File: src/assert_macros.svh
// Assertion helpers shared by the RTL. Each expects clk and rst_n in scope.
`ifndef ASSERT_MACROS_SVH
`define ASSERT_MACROS_SVH

// Check a condition at every clock edge outside reset
`define ASSERT_HOLD(lbl, cond, msg) \
  lbl: assert property (@(posedge clk) disable iff (!rst_n) (cond)) else $error(msg);

// Check a consequence in the same cycle as its trigger
`define ASSERT_IMPL(lbl, ante, cons, msg) \
  lbl: assert property (@(posedge clk) disable iff (!rst_n) (ante) |-> (cons)) \
    else $error(msg);

// Check a consequence in the cycle after its trigger
`define ASSERT_NEXT(lbl, ante, cons, msg) \
  lbl: assert property (@(posedge clk) disable iff (!rst_n) (ante) |=> (cons)) \
    else $error(msg);

`endif

File: src/rid_pkg.sv
`timescale 1ns / 1ps
package rid_pkg;

  // Fixed field widths of the transaction ports
  localparam int FUNC_W = 3;
  localparam int POS_W  = 10;
  localparam int VAL_W  = 32;
  localparam int CNT_W  = 11;
  localparam int STAT_W = 2;

  typedef enum logic [FUNC_W-1:0] {
    FUNC_PUSH_L  = 3'd0,
    FUNC_PUSH_R  = 3'd1,
    FUNC_POP_L   = 3'd2,
    FUNC_POP_R   = 3'd3,
    FUNC_READ    = 3'd4,
    FUNC_WRITE   = 3'd5,
    FUNC_REVERSE = 3'd6,
    FUNC_NOP     = 3'd7
  } rid_func_t;

  typedef enum logic [STAT_W-1:0] {
    STAT_OK        = 2'd0,
    STAT_POP_EMPTY = 2'd1,
    STAT_PUSH_FULL = 2'd2,
    STAT_RANGE     = 2'd3
  } rid_status_t;

  typedef enum logic [1:0] {
    FSM_IDLE = 2'd0,
    FSM_ENDS = 2'd1,
    FSM_LOAD = 2'd2
  } rid_fsm_t;

  // Control handed from the sequencer to the result register
  typedef struct packed {
    logic              capture_read;
    logic              read_ok;
    logic              load;
    rid_status_t       status;
    logic [CNT_W-1:0]  count;
    logic              empty;
    logic              reversed;
  } rid_load_t;

endpackage

File: src/rid_ctrl.sv
`timescale 1ns / 1ps
`include "assert_macros.svh"
module rid_ctrl #(
  parameter int DEPTH      = 1024,
  parameter int DATA_WIDTH = 32
) (
  input  logic                            clk,
  input  logic                            rst_n,
  input  logic                            in_valid,
  output logic                            in_ready,
  input  logic [rid_pkg::FUNC_W-1:0]      in_func,
  input  logic [rid_pkg::POS_W-1:0]       in_position,
  input  logic signed [rid_pkg::VAL_W-1:0] in_value,
  input  logic                            out_free,
  output logic                            wr_en,
  output logic [$clog2(DEPTH)-1:0]        wr_addr,
  output logic signed [DATA_WIDTH-1:0]    wr_data,
  output logic                            rd_a_en,
  output logic [$clog2(DEPTH)-1:0]        rd_a_addr,
  output logic                            rd_b_en,
  output logic [$clog2(DEPTH)-1:0]        rd_b_addr,
  output rid_pkg::rid_load_t              ld
);
  import rid_pkg::*;

  localparam int AW   = $clog2(DEPTH);
  localparam int CW   = $clog2(DEPTH + 1);
  localparam int CMPW = (CW > POS_W) ? CW : POS_W;

  // Ring slot of a physical offset from the front, modulo DEPTH
  function automatic logic [AW-1:0] add_mod(input logic [AW-1:0] a, input logic [AW-1:0] b);
    logic [AW:0] s;
    s = {1'b0, a} + {1'b0, b};
    if (s >= (AW+1)'(DEPTH)) begin
      s = s - (AW+1)'(DEPTH);
    end
    return s[AW-1:0];
  endfunction

  rid_fsm_t    state_r, state_nxt;
  logic [AW-1:0] front_r, front_nxt;
  logic [CW-1:0] count_r, count_nxt;
  logic        rev_r, rev_nxt;
  rid_status_t status_r, status_nxt;
  logic        read_ok_r, read_ok_nxt;

  logic        accept;
  logic        ends_rd;
  logic        load;
  rid_func_t   func;
  logic        full;
  logic        empty;
  logic        in_range;
  logic        phys_right;
  logic [AW-1:0] pos_a;
  logic [AW-1:0] cnt_m1;
  logic [AW-1:0] phys;
  logic [AW-1:0] pos_slot;
  logic [AW-1:0] tail_slot;
  logic [AW-1:0] last_slot;
  logic [AW-1:0] front_dec;
  logic [AW-1:0] front_inc;

  assign accept = in_valid && in_ready;
  assign func   = rid_func_t'(in_func);

  // Sequencer next state
  always_comb begin
    state_nxt = state_r;
    unique case (state_r)
      FSM_IDLE: begin
        if (in_valid) begin
          state_nxt = FSM_ENDS;
        end
      end
      FSM_ENDS: state_nxt = FSM_LOAD;
      FSM_LOAD: begin
        if (out_free) begin
          state_nxt = FSM_IDLE;
        end
      end
      default: state_nxt = FSM_IDLE;
    endcase
  end

  // Sequencer outputs
  always_comb begin
    in_ready = 1'b0;
    ends_rd  = 1'b0;
    load     = 1'b0;
    unique case (state_r)
      FSM_IDLE: in_ready = 1'b1;
      FSM_ENDS: ends_rd  = 1'b1;
      FSM_LOAD: load     = out_free;
      default: ;
    endcase
  end

  // Address arithmetic on the ring
  assign full       = (count_r == CW'(DEPTH));
  assign empty      = (count_r == '0);
  assign in_range   = (CMPW'(in_position) < CMPW'(count_r));
  assign phys_right = ((func == FUNC_PUSH_R) || (func == FUNC_POP_R)) ^ rev_r;
  assign pos_a      = AW'(in_position);
  assign cnt_m1     = AW'(count_r - CW'(1));
  assign phys       = rev_r ? (cnt_m1 - pos_a) : pos_a;
  assign pos_slot   = add_mod(front_r, phys);
  assign tail_slot  = add_mod(front_r, AW'(count_r));
  assign last_slot  = add_mod(front_r, cnt_m1);
  assign front_dec  = (front_r == '0) ? AW'(DEPTH - 1) : front_r - AW'(1);
  assign front_inc  = (front_r == AW'(DEPTH - 1)) ? '0 : front_r + AW'(1);

  // Decode the transaction, update pointers and drive the memory ports
  always_comb begin
    front_nxt   = front_r;
    count_nxt   = count_r;
    rev_nxt     = rev_r;
    status_nxt  = status_r;
    read_ok_nxt = read_ok_r;
    wr_en       = 1'b0;
    wr_addr     = pos_slot;
    wr_data     = DATA_WIDTH'(in_value);
    rd_a_en     = 1'b0;
    rd_a_addr   = pos_slot;
    rd_b_en     = 1'b0;
    rd_b_addr   = last_slot;
    if (accept) begin
      status_nxt  = STAT_OK;
      read_ok_nxt = 1'b0;
      case (func)
        FUNC_PUSH_L, FUNC_PUSH_R: begin
          if (full) begin
            status_nxt = STAT_PUSH_FULL;
          end else begin
            wr_en     = 1'b1;
            count_nxt = count_r + CW'(1);
            if (phys_right) begin
              wr_addr = tail_slot;
            end else begin
              wr_addr   = front_dec;
              front_nxt = front_dec;
            end
          end
        end
        FUNC_POP_L, FUNC_POP_R: begin
          if (empty) begin
            status_nxt = STAT_POP_EMPTY;
          end else begin
            count_nxt = count_r - CW'(1);
            if (!phys_right) begin
              front_nxt = front_inc;
            end
          end
        end
        FUNC_READ: begin
          if (!in_range) begin
            status_nxt = STAT_RANGE;
          end else begin
            rd_a_en     = 1'b1;
            read_ok_nxt = 1'b1;
          end
        end
        FUNC_WRITE: begin
          if (!in_range) begin
            status_nxt = STAT_RANGE;
          end else begin
            wr_en = 1'b1;
          end
        end
        FUNC_REVERSE: rev_nxt = !rev_r;
        default: ;
      endcase
    end else if (ends_rd) begin
      // Fetch both physical ends with the updated pointers
      rd_a_en   = 1'b1;
      rd_a_addr = front_r;
      rd_b_en   = 1'b1;
    end
  end

  // Hand off to the result register
  always_comb begin
    ld.capture_read = ends_rd;
    ld.read_ok      = read_ok_r;
    ld.load         = load;
    ld.status       = status_r;
    ld.count        = CNT_W'(count_r);
    ld.empty        = empty;
    ld.reversed     = rev_r;
  end

  // Control state
  always_ff @(posedge clk) begin
    if (!rst_n) begin
      state_r   <= FSM_IDLE;
      front_r   <= '0;
      count_r   <= '0;
      rev_r     <= 1'b0;
      status_r  <= STAT_OK;
      read_ok_r <= 1'b0;
    end else begin
      state_r   <= state_nxt;
      front_r   <= front_nxt;
      count_r   <= count_nxt;
      rev_r     <= rev_nxt;
      status_r  <= status_nxt;
      read_ok_r <= read_ok_nxt;
    end
  end

  `ASSERT_HOLD(a_count_bound, count_r <= CW'(DEPTH), "element count exceeds depth")
  `ASSERT_NEXT(a_accept_ends, accept, state_r == FSM_ENDS, "end fetch does not follow accept")
  `ASSERT_NEXT(a_state_quiet, !accept,
               $stable(count_r) && $stable(front_r) && $stable(rev_r),
               "ring state changed without a transaction")
  `ASSERT_IMPL(a_write_idle, wr_en, accept && !ends_rd, "memory write outside accept")

endmodule

File: config.mk
export PLATFORM = sky130hd
export DESIGN_NAME = rid_ctrl
export DESIGN_NICKNAME = d
export VERILOG_FILES = /design/src/rid_pkg.sv /design/src/rid_ctrl.sv
export VERILOG_INCLUDE_DIRS = /design/src /design/src/src
export SDC_FILE = /design/constraint.sdc
export NUM_CORES = 1
export LEC_CHECK = 0
export ABC_AREA = 0
export BUFFER_PORTS_ARGS = -buffer_cell sky130_fd_sc_hd__buf_2
export CORE_ASPECT_RATIO = 1.4
export CORE_MARGIN = 5
export CORE_UTILIZATION = 55
export DETAILED_ROUTE_END_ITERATION = 8
export HOLD_SLACK_MARGIN = 0.05
export MAX_ROUTING_LAYER = met4
export PLACE_DENSITY = 0.85
export SLEW_MARGIN = 30
export SYNTH_ARGS = -nofsm -noshare
export SYNTH_HDL_FRONTEND = slang
export SYNTH_SLANG_ARGS = --single-unit
export TNS_END_PERCENT = 50
File: constraint.sdc
create_clock -name clk -period 6.9 [get_ports clk]
set_input_delay 0.69 -clock clk [delete_from_list [all_inputs] [get_ports clk]]
set_output_delay 0.69 -clock clk [all_outputs]
set_load 0.005 [all_outputs]
==> results_dict.tcl, run 1 <==
set metrics [dict create \
    crit_path_start_kind "flip-flop" \
    io_pins 133 \
    fin_crit_sh_pct 77.2 \
    synth_top_family_by_area "compound AO/OA/AOI/OAI gates" \
    finalSetupViolations 0 \
    grt_max_degree 25 \
    crit_required_ps 6210 \
    firstDrtPassIters 7 \
    cts_setup_buffers 0 \
    cts_buffers 3 \
    ys_seq_elements 27 \
    yosysTopAreaCellShare_pct 14.6 \
    cts.sinks 27 \
    whs_ps 473 \
    pwr_density_cell_mw_per_mm2 180 \
    rsz0062_at_grt "false" \
    slew_headroom_pct 43.8 \
    netlist_top_cells_count "nand2_1 (62), a21oi_1 (51), ha_1 (50), o21ai_0 (49)" \
    grt_first_pass_wirelength_um 20500 \
    viasPerCell 6.17 \
    htree_num_levels 1 \
    ys_seq_area_share_pct 12.6 \
    synth.avg_cell_area_um2 7.15 \
    vias 4354 \
    holdCritStartpoint "read_ok_r" \
    fmax_mhz 188 \
    place_hpwl_um 10100 \
    routed_wl_um 12800 \
    dieArea_mm2 0.00968 \
    drc 0 \
    grt.total_usage_pct 26.9 \
    dieWidth_um 84.6 \
    drive_above_1_share_pct 14.9 \
    ir_drop_mv 0.115 \
    r2r_start "front_r[1]" \
    cts_tree "yes" \
    cp-startpoint "count_r[0]" \
    yosys.area_share.simple_pct 21.6 \
    cts.clk_slew.worst_paths_ps 90 \
    synth-main-ff-cell "dfxtp_1" \
    synth_xor_area_share_pct 11.2 \
    crit_type "reg -> out" \
    syn-cell-area_mm2 0.00429 \
    max-cap-violations 0 \
    crit_fanout 11 \
    num_rows 38 \
    antenna_found_initial 0 \
    netlist-cell-type-count 58 \
    power_w 0.000791 \
    yosys.area.top_type "ha_1" \
    async_flop_share_pct 0 \
    synth-compound-area-share_pct 24.6 \
    overflow 0 \
    crit_path_end_kind "output port" \
    synthAdderAreaFrac_pct 16.5 \
    cp.arrival_ps 4640 \
    wl_per_cell_um 18.1 \
    synth_warnings 0 \
    total_leakage_power_nw 1.94 \
    clock_skew_ps 7.05 \
    synth_edf_count 0 \
    gp_congestion 0.952 \
    slew_viol_final 0 \
    synth_mux_area_share_pct 0.701 \
    cts-resized-gates 0 \
    syn2layout_area_growth_pct 2.80 \
    antenna_cells 0 \
    root_buffer "clkbuf_8" \
    cts_max_path_buffers 2 \
    io_buffers 68 \
    initial_core_util_pct 55.6 \
    layout.cells.non_filler 706 \
    synth_fp_nets 702 \
    netlist_instances 599 \
    fillers 745 \
    fin_util_pct 57.2 \
    layout_min_cycle_time_ps 5330 \
    hold_violations 0 \
    ant_nets 0 \
    core_area_mm2 0.00770 \
    status "finished clean" \
    hold_path_class "reg -> reg" \
    tightest_slew_ps 842 \
    ctsHoldBuffers 0 \
    die_y_um 114 \
    synthTopCellsByArea "ha_1 (15%), dfxtp_1 (13%), xnor2_1 (8.4%)" \
    yosysMostFrequentCell "nand2_1" \
    fin_nets 710 \
    clk_latency_ps 290 \
    tns_ps 0 \
    drtIter0Drc 370 \
    dp_cells 702 \
    grt_pass1_vias 4273 \
]
[state kept, by name, summed over array words and instances (netlist names)]
register / flops
read_ok_r: 1
status_r: 2
rev_r: 1
count_r: 11
front_r: 10
state_r: 2
[stage by stage]
| stage | cell area [µm²] | setup WS, ps |
|---|---|---|
| 2_1_floorplan | 4290 | 2620 |
| 3_3_place_gp | 4350 | 2110 |
| 3_5_place_dp | 4350 | 2030 |
| 4_1_cts | 4400 | 1710 |
| 5_1_grt | 4410 | 1260 |
| 6_report | 4410 | 1570 |
[worst max-delay path: stages, from the launching register on]
cell	delay (ps)
dfxtp_1	570
inv_1	150
ha_1	290
xor2_1	310
ha_1	340
a21o_1	200
a21oi_1	220
o21bai_1	120
a21oi_1	190
xnor2_1	80
nand2_1	60
o21ai_0	100
ha_1	270
nor4_1	200
o21ai_0	180
a31o_2	270
a21oi_1	180
xnor2_1	160
xnor2_1	100
o211ai_1	200
buf_2	150
[layer usage]
layer	vias to the layer above	GRT usage, %	share of wire [%]
met5	-	-	0
met4	0	13.4	5.0
met3	62	1.87	6.5
met2	216	47.2	49
met1	1991	30.6	39
li1	2085	-	-
[final cells by class]
| type | count | area (µm²) | share of cell area (%) |
|---|---|---|---|
| clock inverter | 1 | 5.00 | 0.114 |
| timing repair buffer | 71 | 363 | 8.24 |
| inverter | 33 | 124 | 2.81 |
| tap | 100 | 125 | 2.84 |
| multi-input combinational | 471 | 3210 | 72.8 |
| sequential | 27 | 541 | 12.3 |
| clock buffer | 3 | 41.3 | 0.937 |
[where the power goes]
group	leakage [nW]	total (W)	switching, W	internal, W
logic	1.70	0.000502	0.000280	0.000222
clock network	0.0255	0.0000948	0.0000540	0.0000408
registers	0.220	0.000194	0.0000292	0.000165
total	1.94	0.000791	0.000364	0.000427
[cell families (layout without fill, tap and decap cells)]
kind of cell	Yosys count	in the layout
flops	27	27
simple gates	187	187
compound gates	172	172
mux	3	3
fa+ha+maj	54	54
xor+xnor	55	55
buf+inv	101	108
[cells in the final DEF, fill, tap and decap left out, drive strengths merged, types with 5 or more instances in the layout]
cell,netlist,layout
ha,50,50
o21ai,50,50
dfxtp,27,27
nor2,41,41
buf,47,71
a31oi,9,9
xor2,14,14
o21a,6,6
nor2b,10,10
a21oi,51,51
a21o,10,10
nand3,19,19
nand2,63,63
nor4,5,5
inv,33,33
o31ai,5,5
o21bai,5,5
nor3,19,19
xnor2,41,41
a211oi,12,12
[worst paths after layout]
| path | slack (ps) | depth (start not counted) | to |
|---|---|---|---|
| setup / recovery | 1570 | 20 | wr_addr[9] |
| hold / removal | 470 | 2 | read_ok_r |
| setup reg to reg | 4060 | 9 | front_r[5] |
| hold reg to reg | 470 | 2 | read_ok_r |
(Power assumes the default switching activity.)
==> inputs of run 2 (changes only) <==
--- a/config.mk
+++ b/config.mk
@@ -10,11 +10,11 @@
 export BUFFER_PORTS_ARGS = -buffer_cell sky130_fd_sc_hd__buf_2
 export CORE_ASPECT_RATIO = 1.4
 export CORE_MARGIN = 5
-export CORE_UTILIZATION = 55
+export CORE_UTILIZATION = 53
 export DETAILED_ROUTE_END_ITERATION = 8
 export HOLD_SLACK_MARGIN = 0.05
 export MAX_ROUTING_LAYER = met4
-export PLACE_DENSITY = 0.85
+export PLACE_DENSITY = 0.82
 export SLEW_MARGIN = 30
 export SYNTH_ARGS = -nofsm -noshare
 export SYNTH_HDL_FRONTEND = slang
==> constraint.sdc (replaced) <==
create_clock -name clk -period 5.4 [get_ports clk]
set_input_delay 0.54 -clock clk [delete_from_list [all_inputs] [get_ports clk]]
set_output_delay 0.54 -clock clk [all_outputs]
set_load 0.005 [all_outputs]
==> run 2 against run 1 <==
  * Flip-flop and latch count stayed put
  * Critical path depth stayed put
  * Highest routed layer unchanged
  * Power is 29% higher
  * Global-route usage is 0.44 points lower
  * Clock-buffer cell count stayed put
  * Sequential share of layout area hardly changed
==> results_dict.tcl, run 2 (synthesis gave the netlist of run 1 again) <==
set metrics [dict create \
    wl_per_cell_um 17.9 \
    max-cap-violations 0 \
    fmax_mhz 202 \
    whs_ps 467 \
    routed_wl_um 12700 \
    fin_util_pct 56.3 \
    clock_skew_ps 4.73 \
    initial_core_util_pct 54.6 \
    layout.cells.non_filler 706 \
    crit_fanout 11 \
    cts_tree "yes" \
    reg2regPathDepth 9 \
    largest_reg_flops 11 \
    core_area_mm2 0.00785 \
    cts_setup_buffers 0 \
    io_pins 133 \
    overflow 0 \
    crit_path_start_kind "flip-flop" \
    place_hpwl_um 10100 \
    viasPerCell 6.21 \
    hold_path_class "reg -> reg" \
    hold_depth 2 \
    cts.sinks 27 \
    fin_nets 710 \
    largestRegisters "count_r x11, front_r x10" \
    finalSetupViolations 0 \
    status "finished clean" \
    layout_min_cycle_time_ps 4960 \
    io_buffers 68 \
    num_rows 38 \
    top_register "count_r" \
    cts.clk_slew.worst_paths_ps 90 \
    dp_cells 702 \
    die_y_um 116 \
    cts_max_path_buffers 2 \
    hold_violations 0 \
    slew_headroom_pct 44.5 \
    drc 0 \
    dieWidth_um 86.0 \
    crit_type "reg -> out" \
    gp_congestion 1.02 \
    vias 4383 \
    drive_above_1_share_pct 15.3 \
    cp.arrival_ps 4420 \
    rsz0062_at_grt "false" \
    grt_pass1_vias 4358 \
    ir_drop_mv 0.120 \
    clk_latency_ps 290 \
    syn2layout_area_growth_pct 2.98 \
    firstDrtPassIters 5 \
    pwr_density_cell_mw_per_mm2 231 \
    slew_viol_final 0 \
    ctsHoldBuffers 0 \
    cts_buffers 3 \
    antenna_cells 0 \
    crit_required_ps 4860 \
    htree_num_levels 1 \
    fin_crit_sh_pct 91.8 \
    drtIter0Drc 283 \
    crit_path_end_kind "output port" \
    cts-resized-gates 0 \
    grt_first_pass_wirelength_um 20700 \
    dieArea_mm2 0.0100 \
    grt_max_degree 25 \
    layout_commonest_cell "buf_2" \
    layout_common_cells "buf_2 (68), nand2_1 (62), a21oi_1 (51), ha_1 (50), o21ai_0 (49)" \
    tns_ps 0 \
    total_leakage_power_nw 1.95 \
    root_buffer "clkbuf_8" \
    antenna_found_initial 0 \
    ant_nets 0 \
    tightest_slew_ps 831 \
    grt.total_usage_pct 26.4 \
]
## run 2: cell counts in the layout (fill, tap and decap cells not counted)
No cell type changed its count.
## run 2: worst paths after layout
check                                 from    endpoint  slack (ps)
worst max-delay path            count_r[0]  wr_addr[9]         440
worst min-delay path             read_ok_r   read_ok_r         470
worst max register to register  front_r[1]  front_r[5]        2570
worst min register to register   read_ok_r   read_ok_r         470
## run 2: per-layer routing
metal	part of all wire (%)	vias to the layer above	track usage, %
li1	-	2088	-
met1	39	2017	29.8
met2	49	232	44.6
met3	8.0	46	3.88
met4	4.2	0	14.6
met5	0	-	-
## run 2: final cells by class
type	count	area, µm²
clock inverter	1	5.00
multi-input combinational	471	3210
clock buffer	3	41.3
tap	100	125
sequential	27	543
fill	763	3430
inverter	33	124
timing repair buffer	71	363
## run 2: critical path, stage by stage (launching register included)
cell and delay [ps]:
dfxtp_2 460, inv_1 120, ha_1 270, xor2_1 270, ha_1 340, a21o_1 200, a21oi_1 210, o21bai_1 120
a21oi_1 180, xnor2_1 80, nand2_1 60, o21ai_0 90, ha_1 270, nor4_1 190, o21ai_0 160, a31o_2 270
a21oi_1 170, xnor2_1 90, xnor2_1 270, o211ai_1 130, buf_2 160
## run 2: where the power goes
| group | total, W | internal [W] | switching [W] |
|---|---|---|---|
| sequential | 0.000248 | 0.000211 | 0.0000377 |
| combinational | 0.000644 | 0.000285 | 0.000359 |
| clock | 0.000125 | 0.0000522 | 0.0000728 |
| total | 0.00102 | 0.000548 | 0.000469 |
## run 2: per-stage QoR
| stage | instance area, µm² | setup WS [ps] | power [W] |
|---|---|---|---|
| final | 4410 | 442 | 0.00102 |
| after global routing | 4410 | 89.3 | 0.00110 |
| after CTS | 4410 | 263 | 0.00101 |
| after detailed placement | 4360 | 599 | 0.000886 |
| after global placement | 4350 | 799 | 0.000870 |
| after floorplan | 4290 | 1270 | 0.000718 |
